[src/hw/rtl/abp_pkg.sv]
package abp_pkg;

  // Channel and pixel geometry
  localparam int unsigned PixW   = 32;
  localparam int unsigned ChanW  = 8;
  localparam int unsigned NumCol = 3;
  localparam int unsigned ProdW  = 2 * ChanW;
  localparam int unsigned CfgIdxW = 2;

  localparam logic [ChanW-1:0] ChanMax = {ChanW{1'b1}};

  // Operation codes
  typedef enum logic [2:0] {
    MODE_COPY    = 3'd0,
    MODE_INV_SRC = 3'd1,
    MODE_INV_DST = 3'd2,
    MODE_SRC_A   = 3'd3,
    MODE_DST_A   = 3'd4,
    MODE_ADD     = 3'd5,
    MODE_SUB     = 3'd6,
    MODE_CONST_A = 3'd7
  } blend_mode_e;

  // Register indexes
  localparam logic [CfgIdxW-1:0] REG_BLEND_MODE    = 2'd0;
  localparam logic [CfgIdxW-1:0] REG_CONST_ALPHA   = 2'd1;
  localparam logic [CfgIdxW-1:0] REG_SOURCE_SELECT = 2'd2;
  localparam logic [CfgIdxW-1:0] REG_FILL_COLOR    = 2'd3;

  localparam logic [ChanW-1:0] ConstAlphaRst = 8'hFF;

  // Programmed settings
  typedef struct packed {
    blend_mode_e      mode;
    logic [ChanW-1:0] const_alpha;
    logic             source_select;
    logic [PixW-1:0]  fill_color;
  } cfg_t;

  // Operands after source and alpha selection
  typedef struct packed {
    blend_mode_e      mode;
    logic [PixW-1:0]  src;
    logic [PixW-1:0]  dst;
    logic [ChanW-1:0] alpha;
  } op_t;

  // Products and direct result
  typedef struct packed {
    logic                          is_blend;
    logic [NumCol-1:0][ProdW-1:0]  prod_s;
    logic [NumCol-1:0][ProdW-1:0]  prod_d;
    logic [PixW-1:0]               direct;
  } mix_t;

  function automatic logic [ChanW-1:0] add_sat(input logic [ChanW-1:0] s,
                                               input logic [ChanW-1:0] d);
    logic [ChanW:0] sum;
    sum = {1'b0, s} + {1'b0, d};
    return sum[ChanW] ? ChanMax : sum[ChanW-1:0];
  endfunction

  function automatic logic [ChanW-1:0] sub_sat(input logic [ChanW-1:0] s,
                                               input logic [ChanW-1:0] d);
    return (d > s) ? (d - s) : '0;
  endfunction

endpackage

[src/hw/rtl/abp_cfg_regs.sv]
module abp_cfg_regs (
  input  logic                          clk_i,
  input  logic                          rst_ni,
  input  logic                          cfg_valid_i,
  output logic                          cfg_ready_o,
  input  logic [abp_pkg::CfgIdxW-1:0]   cfg_index_i,
  input  logic [abp_pkg::PixW-1:0]      cfg_data_i,
  output abp_pkg::cfg_t                 cfg_o
);
  import abp_pkg::*;

  cfg_t cfg_q;

  // Always take a write
  assign cfg_ready_o = 1'b1;

  // Update the addressed register
  always_ff @(posedge clk_i or negedge rst_ni) begin
    if (!rst_ni) begin
      cfg_q.mode          <= MODE_COPY;
      cfg_q.const_alpha   <= ConstAlphaRst;
      cfg_q.source_select <= 1'b0;
      cfg_q.fill_color    <= '0;
    end else if (cfg_valid_i) begin
      case (cfg_index_i)
        REG_BLEND_MODE:    cfg_q.mode          <= blend_mode_e'(cfg_data_i[2:0]);
        REG_CONST_ALPHA:   cfg_q.const_alpha   <= cfg_data_i[ChanW-1:0];
        REG_SOURCE_SELECT: cfg_q.source_select <= cfg_data_i[0];
        REG_FILL_COLOR:    cfg_q.fill_color    <= cfg_data_i;
        default: ;
      endcase
    end
  end

  assign cfg_o = cfg_q;

endmodule

[src/hw/rtl/abp_operand_stage.sv]
module abp_operand_stage (
  input  logic                      clk_i,
  input  logic                      rst_ni,
  input  logic                      valid_i,
  input  logic [abp_pkg::PixW-1:0]  src_i,
  input  logic [abp_pkg::PixW-1:0]  dst_i,
  input  abp_pkg::cfg_t             cfg_i,
  output logic                      valid_o,
  output abp_pkg::op_t              op_o
);
  import abp_pkg::*;

  logic valid_q;
  op_t  op_d, op_q;

  // Pick the source and the blend alpha
  always_comb begin
    op_d.mode = cfg_i.mode;
    op_d.src  = cfg_i.source_select ? cfg_i.fill_color : src_i;
    op_d.dst  = dst_i;
    case (cfg_i.mode)
      MODE_SRC_A: op_d.alpha = op_d.src[PixW-1 -: ChanW];
      MODE_DST_A: op_d.alpha = dst_i[PixW-1 -: ChanW];
      default:    op_d.alpha = cfg_i.const_alpha;
    endcase
  end

  always_ff @(posedge clk_i or negedge rst_ni) begin
    if (!rst_ni) begin
      valid_q <= 1'b0;
    end else begin
      valid_q <= valid_i;
    end
  end

  always_ff @(posedge clk_i) begin
    if (valid_i) begin
      op_q <= op_d;
    end
  end

  assign valid_o = valid_q;
  assign op_o    = op_q;

endmodule

[src/hw/rtl/abp_mix_stage.sv]
module abp_mix_stage (
  input  logic          clk_i,
  input  logic          rst_ni,
  input  logic          valid_i,
  input  abp_pkg::op_t  op_i,
  output logic          valid_o,
  output abp_pkg::mix_t mix_o
);
  import abp_pkg::*;

  logic             valid_q;
  mix_t             mix_d, mix_q;
  logic [ChanW-1:0] inv_alpha;
  logic [ChanW-1:0] s_ch, d_ch;

  assign inv_alpha = ChanMax - op_i.alpha;

  // Form the channel products and the non-blend result
  always_comb begin
    mix_d.is_blend = (op_i.mode == MODE_SRC_A) || (op_i.mode == MODE_DST_A) ||
                     (op_i.mode == MODE_CONST_A);
    mix_d.direct   = '0;
    for (int c = 0; c < NumCol; c++) begin
      s_ch = op_i.src[c*ChanW +: ChanW];
      d_ch = op_i.dst[c*ChanW +: ChanW];
      mix_d.prod_s[c] = {{ChanW{1'b0}}, s_ch} * {{ChanW{1'b0}}, op_i.alpha};
      mix_d.prod_d[c] = {{ChanW{1'b0}}, d_ch} * {{ChanW{1'b0}}, inv_alpha};
      case (op_i.mode)
        MODE_ADD: mix_d.direct[c*ChanW +: ChanW] = add_sat(s_ch, d_ch);
        MODE_SUB: mix_d.direct[c*ChanW +: ChanW] = sub_sat(s_ch, d_ch);
        default:  ;
      endcase
    end
    case (op_i.mode)
      MODE_COPY:    mix_d.direct = op_i.src;
      MODE_INV_SRC: mix_d.direct = ~op_i.src;
      MODE_INV_DST: mix_d.direct = ~op_i.dst;
      default:      ;
    endcase
  end

  always_ff @(posedge clk_i or negedge rst_ni) begin
    if (!rst_ni) begin
      valid_q <= 1'b0;
    end else begin
      valid_q <= valid_i;
    end
  end

  always_ff @(posedge clk_i) begin
    if (valid_i) begin
      mix_q <= mix_d;
    end
  end

  assign valid_o = valid_q;
  assign mix_o   = mix_q;

endmodule

[src/hw/rtl/abp_out_stage.sv]
module abp_out_stage (
  input  logic                      clk_i,
  input  logic                      rst_ni,
  input  logic                      valid_i,
  input  abp_pkg::mix_t             mix_i,
  output logic                      valid_o,
  output logic [abp_pkg::PixW-1:0]  pixel_o
);
  import abp_pkg::*;

  logic            valid_q;
  logic [PixW-1:0] pixel_d, pixel_q;
  logic [ProdW:0]  sum;

  // Add the products and keep the high byte with the alpha byte cleared, or pass the direct result for non-blend modes
  always_comb begin
    pixel_d = '0;
    for (int c = 0; c < NumCol; c++) begin
      sum = {1'b0, mix_i.prod_s[c]} + {1'b0, mix_i.prod_d[c]};
      pixel_d[c*ChanW +: ChanW] = sum[ProdW-1:ChanW];
    end
    if (!mix_i.is_blend) begin
      pixel_d = mix_i.direct;
    end
  end

  always_ff @(posedge clk_i or negedge rst_ni) begin
    if (!rst_ni) begin
      valid_q <= 1'b0;
    end else begin
      valid_q <= valid_i;
    end
  end

  always_ff @(posedge clk_i) begin
    if (valid_i) begin
      pixel_q <= pixel_d;
    end
  end

  assign valid_o = valid_q;
  assign pixel_o = pixel_q;

endmodule

[src/hw/rtl/argb_pixel_blend_unit.sv]
// Channel   Handshake             Payload
// request   start_i / busy_o      src_pixel_i, dst_pixel_i
// result    done_o (strobe)       out_pixel_o
// config    cfg_valid_i/ready_o   cfg_index_i, cfg_data_i
//
// A taken request passes the operand select, channel multiply, and sum and
// output register stages in order and appears on out_pixel_o with done_o.
// busy_o is never raised, so one request per cycle is taken. The result is
// shown for one cycle and cannot be stalled. rst_ni clears the pipeline valid
// bits and the registers to their defaults at once.
module argb_pixel_blend_unit (
  input  logic                         clk_i,
  input  logic                         rst_ni,
  input  logic                         start_i,
  output logic                         busy_o,
  input  logic [abp_pkg::PixW-1:0]     src_pixel_i,
  input  logic [abp_pkg::PixW-1:0]     dst_pixel_i,
  output logic                         done_o,
  output logic [abp_pkg::PixW-1:0]     out_pixel_o,
  input  logic                         cfg_valid_i,
  output logic                         cfg_ready_o,
  input  logic [abp_pkg::CfgIdxW-1:0]  cfg_index_i,
  input  logic [abp_pkg::PixW-1:0]     cfg_data_i
);
  import abp_pkg::*;

  cfg_t cfg;
  op_t  op;
  mix_t mix;
  logic req_acc;
  logic op_valid, mix_valid;

  assign busy_o  = 1'b0;
  assign req_acc = start_i && !busy_o;

  abp_cfg_regs u_cfg (
    .clk_i       (clk_i),
    .rst_ni      (rst_ni),
    .cfg_valid_i (cfg_valid_i),
    .cfg_ready_o (cfg_ready_o),
    .cfg_index_i (cfg_index_i),
    .cfg_data_i  (cfg_data_i),
    .cfg_o       (cfg)
  );

  abp_operand_stage u_operand (
    .clk_i   (clk_i),
    .rst_ni  (rst_ni),
    .valid_i (req_acc),
    .src_i   (src_pixel_i),
    .dst_i   (dst_pixel_i),
    .cfg_i   (cfg),
    .valid_o (op_valid),
    .op_o    (op)
  );

  abp_mix_stage u_mix (
    .clk_i   (clk_i),
    .rst_ni  (rst_ni),
    .valid_i (op_valid),
    .op_i    (op),
    .valid_o (mix_valid),
    .mix_o   (mix)
  );

  abp_out_stage u_out (
    .clk_i   (clk_i),
    .rst_ni  (rst_ni),
    .valid_i (mix_valid),
    .mix_i   (mix),
    .valid_o (done_o),
    .pixel_o (out_pixel_o)
  );

  // Every accepted request comes out as a done_o strobe
  a_req_to_done : assert property (@(posedge clk_i) disable iff (!rst_ni)
    req_acc |-> ##3 done_o)
    else $error("request did not complete after three cycles");

  // No result without a matching earlier request
  a_done_has_req : assert property (@(posedge clk_i) disable iff (!rst_ni)
    done_o |-> $past(req_acc, 3))
    else $error("result strobe without a matching request");

  // A result needs a valid product stage the cycle before
  a_done_from_mix : assert property (@(posedge clk_i) disable iff (!rst_ni)
    done_o |-> $past(mix_valid))
    else $error("result strobe without product stage valid");

endmodule

[config.mk]
export PLATFORM = sky130hd
export DESIGN_NAME = argb_pixel_blend_unit
export DESIGN_NICKNAME = d
export VERILOG_FILES = /design/src/hw/rtl/abp_pkg.sv /design/src/hw/rtl/abp_cfg_regs.sv /design/src/hw/rtl/abp_operand_stage.sv /design/src/hw/rtl/abp_mix_stage.sv /design/src/hw/rtl/abp_out_stage.sv /design/src/hw/rtl/argb_pixel_blend_unit.sv
export SDC_FILE = /design/constraint.sdc
export NUM_CORES = 1
export LEC_CHECK = 0
export BUFFER_PORTS_ARGS = -buffer_cell sky130_fd_sc_hd__buf_2
export CAP_MARGIN = 40
export CORE_UTILIZATION = 45
export DETAILED_ROUTE_END_ITERATION = 12
export RECOVER_POWER = 25
export SLEW_MARGIN = 10
export SYNTH_ARGS = -nofsm -noshare
export SYNTH_HDL_FRONTEND = slang
export SYNTH_SLANG_ARGS = --single-unit
export TNS_END_PERCENT = 30
[constraint.sdc]
create_clock -name clk_i -period 9.71 [get_ports clk_i]
set_clock_uncertainty 0.2 [all_clocks]
set_input_delay 0 -clock clk_i [delete_from_list [all_inputs] [get_ports clk_i]]
set_output_delay 0 -clock clk_i [all_outputs]
set_load 0.02 [all_outputs]
==> run summary, run 1 <==
Gpl congestion: 0.882
YS warnings: 0
PwrDens: 339 nW/um2
Power, Total: 10.6 mW
Commonest cells post-synth: 386 x inv_1, 306 x ha_1, 236 x edfxtp_1
Max cap viols: 2
Row cnt: 89
Post-Synth XOR/XNOR Area: 2.21%
Avg Inst Size Synth: 10.2 um2
Die Wd: 247 um
Post-synthesis cell type count: 83
Post-Synth Simple-Gate Area: 14.3%
DRC Markers: 0
Grt ovf: 0
Worst-Skew Late Latency: 0.56 ns
Startpoint types: flop
Via/cell ratio: 5.46
Syn Nets: 3262
Fin crit period: 5.52 ns
Worst-Margin Slew: 2.68 ns
H-tree levels: 2
Post-synth EDFFs: 236
# diodes: 0
CTS clk-pin slew, worst paths: 0.06 ns
Synthesized area: 26900 um2
Pin count of the biggest net entering global routing: 64
Antenna viol nets, final: 0
Routed len/inst: 19.0 um
Final Hold Vio Count: 0
Worst EP arrival: 5.68 ns
First-pass GRT wire length: 112000 um
Cells after Synth: 2632
Dpl cell area: 28400 um2
Pins Over Slew Limit: 82
Initial antenna violation count: 3
Initial core utilization: 45.6%
Highest Clock Rate: 0.181 GHz
Largest family of logic cells by synthesized area: adder cells
HP Class: in -> reg
Gr usage total: 23.7%
Register area: 8270 um2
CP max FO: 32
Peak VDD IR: 0.172 mV
Status: finished with violations
Die ar.: 60800 um2
Pleak: 14.1 nW
Top post-synthesis cells by area: edfxtp_1 26%, fa_1 17%, ha_1 14%
Most used DFF post-synth: edfxtp_1
Drt initial violations: 1273
Async S/R FF share, synth: 16.6%
Most frequent cell after synthesis: inv_1
Sequential area share after synthesis: 30.8%
WL final: 70400 um
Buffer depth of the longest clock path: 3
Share of layout cells above drive strength 1: 9.88%
Vias: 20200
Failing checks: max-capacitance violations, max-slew violations
Multi-input gate area: 16800 um2
Critical path class: reg -> reg
Synth Area in Adders: 30.8%
Fin crit share: 56.8%
Clock sinks: 283
Fin nets: 3539
Number of top-level pins: 137
Setup TNS: 0 ns
Layout area overhead: 16.2%
FILL cells: 5248
Hpwl dp: 50000 um
Total CTS buffers: 35
Kind of end point of the critical path: flop
Core Box Area: 59000 um2
Yosys reg bits: 283
Top-area cell type share of the netlist area: 26.3%
Relative slew slack: -78.4%
Final core utilization: 53.0%
Drt first pass iters: 5
RSZ-0062 raised after global routing: no
Multiplexer share of the synthesized area: 4.05%
Synth Area in Compound Gates: 10.9%
Finished Cell Area: 31300 um2
CTS tree: yes
Yosys top cell by area: edfxtp_1
Worst hold margin: 0.0408 ns
Die Span Y: 247 um
CTS root buf: clkbuf_16
I/O Buffers: 134
# setup viols final: 0
CP required: 9.88 ns
Vias in the first global route: 20800
[stage by stage]
step / setup slack (ns) / std cells
floorplan: 5.00 / 2632
finish: 4.19 / 3709
CTS: 4.21 / 3709
global route: 3.89 / 3709
detailed placement: 4.27 / 3464
global placement: 4.26 / 3456
[registers in the layout, indices dropped and copies added (netlist names)]
register / flops
u_mix.mix_o: 129
u_out.valid_o: 1
u_out.pixel_o: 32
u_cfg.cfg_o: 44
u_operand.valid_o: 1
u_mix.valid_o: 1
u_operand.op_o: 75
[worst paths after layout]
check / cells after the start / endpoint / from / slack (ns)
min reg2reg: 1 / u_cfg.cfg_o[1] / u_cfg.cfg_o[1] / 0.30
max reg2reg: 15 / u_mix.mix_o[111] / u_operand.op_o[3] / 4.19
max: 15 / u_mix.mix_o[111] / u_operand.op_o[3] / 4.19
min in group asynchronous: 4 / u_cfg.cfg_o[27] / rst_ni / 1.26
max in group asynchronous: 4 / u_cfg.cfg_o[3] / rst_ni / 6.49
min: 3 / u_cfg.cfg_o[12] / cfg_data_i[12] / 0.04
[where the power goes]
group	switching (mW)	leakage (nW)	internal (mW)
Combinational	3.89	10.7	3.08
Sequential	0.279	2.88	2.05
Clock	0.546	0.546	0.748
[cells in the final DEF (no fill, tap or decap), types with 15 or more instances in the layout]
cell	Yosys	final
edfxtp_1	236	236
o21ai_0	71	71
clkbuf_16	0	36
nor2_1	162	162
nor2b_1	136	136
nand2b_1	60	60
clkbuf_1	86	57
and2_1	153	153
xnor2_1	42	42
nand4_1	16	16
o211ai_1	23	23
a21oi_1	125	125
mux2_2	86	86
buf_2	8	88
nand2_1	99	99
o22ai_1	26	26
ha_1	306	306
inv_1	386	386
dfrtp_1	39	39
fa_1	222	222
nor3_1	28	28
and3_1	15	15
a21o_1	35	35
xor2_1	26	26
dlygate4sd3_1	0	181
buf_4	2	22
[cell families after synthesis]
| family | count (synthesis) |
|---|---|
| other cells | 2 |
| buf+inv | 496 |
| mux | 98 |
| simple gates | 721 |
| flops | 283 |
| fa+ha+maj | 528 |
| xor+xnor | 68 |
| compound gates | 436 |
[critical path, cell delays in order (launching register included)]
cell      delay [ns]
edfxtp_1        0.92
buf_4           0.51
nand2_1         0.13
fa_1            0.50
fa_1            0.54
inv_1           0.05
fa_1            0.48
inv_1           0.05
fa_1            0.47
inv_1           0.04
ha_1            0.33
a21boi_0        0.36
o211ai_1        0.16
a21o_1          0.19
and3_1          0.14
a311oi_1        0.24
[what timing repair did]
action                    CTS  global route
buffers inserted            0             0
hold buffers              181             0
resized for setup           0             0
hold endpoints to repair  180             0
[layout make-up]
type	instances	share of cell area, %
clock inverter	18	0.516
multi-input combinational	1853	53.6
sequential	283	26.5
clock buffer	46	3.03
inverter	392	4.71
tap	773	3.09
timing repair buffer	344	8.62
[metal layers]
| layer | vias to the layer above | wire, um | track usage, % |
|---|---|---|---|
| li1 | 9444 | - | - |
| met1 | 10100 | 31300 | 31.4 |
| met2 | 563 | 33600 | 40.0 |
| met3 | 111 | 3560 | 3.62 |
| met4 | 2 | 2000 | 7.12 |
| met5 | - | 11 | 0 |
Note: power is estimated with default switching activity, not from simulation.
==> run 2: changes to the inputs <==
--- a/config.mk
+++ b/config.mk
@@ -5,6 +5,7 @@
 export SDC_FILE = /design/constraint.sdc
 export NUM_CORES = 1
 export LEC_CHECK = 0
+export ABC_AREA = 1
 export BUFFER_PORTS_ARGS = -buffer_cell sky130_fd_sc_hd__buf_2
 export CAP_MARGIN = 40
 export CORE_UTILIZATION = 45
==> constraint.sdc (replaced) <==
create_clock -name clk_i -period 5.4 [get_ports clk_i]
set_clock_uncertainty 0.2 [all_clocks]
set_input_delay 0 -clock clk_i [delete_from_list [all_inputs] [get_ports clk_i]]
set_output_delay 0 -clock clk_i [all_outputs]
set_load 0.02 [all_outputs]
==> run 2 against run 1 <==
The flow still finishes with violations (max-capacitance violations, max-slew violations). Non-clock buffer count grew 14. Routed wire length grew 7.4%. Hold slack improved by 0.043 ns. Synthesized area grew 6.0%.
==> run summary, run 2 <==
Status: finished with violations
Failing checks: max-capacitance violations, max-slew violations
Hold Buf Count CTS: 186 (+2.8%)
Vias in the first global route: 22600 (+8.5%)
Met2 wire length: 33300 um (-0.75%)
Initial core utilization: 45.9% (+0.28 points)
Startpoint types: flop
Finished Cell Area: 33100 um2 (+5.7%)
Kind of end point of the critical path: flop
HP Class: in -> reg
Drt initial violations: 1443 (+13%)
DR top layer: met4
Yosys reg bits: 283 (unchanged)
Most frequent cell after synthesis: nand2_1
Commonest non-fill, non-tap cells in the layout: 890 x nand2_1, 758 x inv_1, 306 x ha_1
Peak VDD IR: 0.302 mV (+76%)
Number of flip-flops in the largest register: 129 (unchanged)
Crit-path cells: buf_4 -> nand2_1 -> fa_1 -> fa_1 -> inv_1 -> fa_1 -> inv_1 -> fa_1 -> inv_1 -> ha_1 -> a21oi_1 -> o21ai_0 -> nand2_1 -> nand3_1 -> xor2_1
CP required: 5.52 ns (-4.36 ns)
Synthesized area: 28500 um2 (+6.0%)
H-tree levels: 2 (unchanged)
DRC Markers: 0 (unchanged)
Commonest cells post-synth: 890 x nand2_1, 758 x inv_1, 306 x ha_1
Core Box Area: 62200 um2 (+5.3%)
Setup Fix Bufs, Post-CTS: 0 (unchanged)
Async S/R FF share, synth: 16.6% (unchanged)
Pins Over Slew Limit: 132 (+61%)
FILL cells: 5914 (+13%)
Worst-Skew Late Latency: 0.58 ns (+0.02 ns)
Total CTS buffers: 35 (unchanged)
Layout area overhead: 15.9%
Most common cell after layout, fill and taps aside: nand2_1
Setup TNS: 0 ns (unchanged)
Buffer depth of the longest clock path: 3 (unchanged)
Top-area cell type share of the netlist area: 24.9% (-1.5 points)
Via/cell ratio: 4.97 (-9.0%)
Pin count of the biggest net entering global routing: 81 (+27%)
Routed len/inst: 16.2 um (-14%)
Max cap viols: 3 (+1)
Routed met3 length: 4970 um (+40%)
Worst path max stage delay: 0.70 ns (-0.22 ns)
M1 WL: 34900 um (+11%)
WL final: 75600 um (+7.4%)
CP max FO: 26 (-19%)
CTS tree: yes
Syn Nets: 4129 (+27%)
Relative slew slack: -116% (-38 points)
Clock sinks: 283 (unchanged)
Avg Inst Size Synth: 8.15 um2 (-20%)
Die Wd: 254 um (+2.9%)
Gpl congestion: 0.912 (+3.4%)
Dpl cell area: 30100 um2 (+6.1%)
# setup viols final: 0 (unchanged)
Worst EP arrival: 4.92 ns (-0.76 ns)
Critical path class: reg -> reg
Most used DFF post-synth: edfxtp_1
I/O Buffers: 134 (unchanged)
Share of layout cells above drive strength 1: 7.55% (-2.3 points)
Fin crit share: 88.9% (+32 points)
Final Hold Vio Count: 0 (unchanged)
Fin crit period: 4.80 ns (-0.714 ns)
First-pass GRT wire length: 120000 um (+7.2%)
PwrDens: 561 nW/um2 (+66%)
Pleak: 17.7 nW (+25%)
Number of top-level pins: 137 (unchanged)
Grt ovf: 0 (unchanged)
Die Span Y: 254 um (+2.9%)
Highest Clock Rate: 0.208 GHz (+15%)
Die ar.: 64400 um2 (+5.9%)
Post-synthesis cell type count: 40 (-52%)
Antenna viol nets, final: 0 (unchanged)
Worst-Margin Slew: 3.25 ns (+0.570 ns)
Row cnt: 91 (+2.2%)
Drt first pass iters: 7 (+2)
Worst path most repeated cell: fa_1
Cells after Synth: 3499 (+33%)
Hpwl dp: 56500 um (+13%)
Post_cts resized: 0 (unchanged)
Post-synth EDFFs: 236 (unchanged)
Gr usage total: 24.0% (+0.23 points)
Sequential area share after synthesis: 29.0% (-1.7 points)
Fin nets: 4417 (+25%)
Yosys top cell by area: edfxtp_1
Top post-synthesis cells by area: edfxtp_1 25%, fa_1 16%, ha_1 13%
YS warnings: 0 (unchanged)
CTS clk-pin slew, worst paths: 0.06 ns (about the same)
Slowest CP cell: edfxtp_1
CTS root buf: clkbuf_16
Vias: 23100 (+14%)
RSZ-0062 raised after global routing: no
Initial antenna violation count: 4 (+1)
-- run 2: routing by layer --
layer	global-route usage [%]	up-vias
met2	37.7	656
met4	8.00	0
met3	4.14	133
li1	-	11500
met1	33.4	10900
met5	0	-
-- run 2: metrics by stage --
stage	setup slack [ns]	cells	power (mW)	hold WS, ns	utilization [%]
finish	0.598	4655	18.5	0.0833	53.2
global route	0.329	4654	20.6	0.0725	53.2
CTS	0.616	4651	18.6	0.0424	53.3
detailed placement	0.615	4401	16.0	-0.0625	48.5
global placement	0.484	4397	15.9	-0.0607	48.3
floorplan	1.00	3499	13.1	-0.496	-
-- run 2: worst paths after layout --
check | start | to | slack, ns | cells after the start
setup reg to reg | u_operand.op_o[3] | u_mix.mix_o[108] | 0.60 | 15
hold reg to reg | u_cfg.cfg_o[1] | u_cfg.cfg_o[1] | 0.29 | 2
hold / removal | cfg_data_i[5] | u_cfg.cfg_o[5] | 0.08 | 4
max in group asynchronous | rst_ni | u_cfg.cfg_o[11] | 4.09 | 4
min in group asynchronous | rst_ni | u_cfg.cfg_o[14] | 0.49 | 4
setup / recovery | u_operand.op_o[3] | u_mix.mix_o[108] | 0.60 | 15
-- run 2: cells by family (layout without fill, tap and decap cells) --
kind of cell,count (synthesis),in the layout,synth area share [%]
AOI/OAI and AO/OA,243,243,4.99
buffers and inverters,880,1195,11.9
xor gates and xnor gates,84,84,2.58
adders and majority gates,528,528,29.0
and+or+nand+nor,1423,1423,20.3
muxes,56,56,2.21
other,2,6,0.0263
DFF,283,283,29.0
-- run 2: area by class of cell --
type	count	area, um2	share of cell area (%)
Timing Repair Buffer	358	2850	8.61
Clock buffer	43	947	2.87
Inverter	773	2900	8.78
Tap cell	837	1050	3.17
Multi-Input combinational cell	2336	16900	51.0
Clock inverter	21	169	0.511
Antenna cell	4	10.0	0.0303
Sequential cell	283	8270	25.0
-- run 2: critical path: cells and delay by family (launching register included) --
family	cells	cell delay, ns
buf+inv	4	0.57
flops	1	0.70
simple gates	3	0.28
compound gates	2	0.33
fa+ha+maj	5	2.30
xor+xnor	1	0.15
-- run 2: report_power, final --
group / switching (mW) / internal (mW) / total (mW)
sequential: 0.418 / 3.52 / 3.94
combinational: 7.55 / 4.74 / 12.3
clock: 1.01 / 1.31 / 2.32
total: 8.98 / 9.57 / 18.5
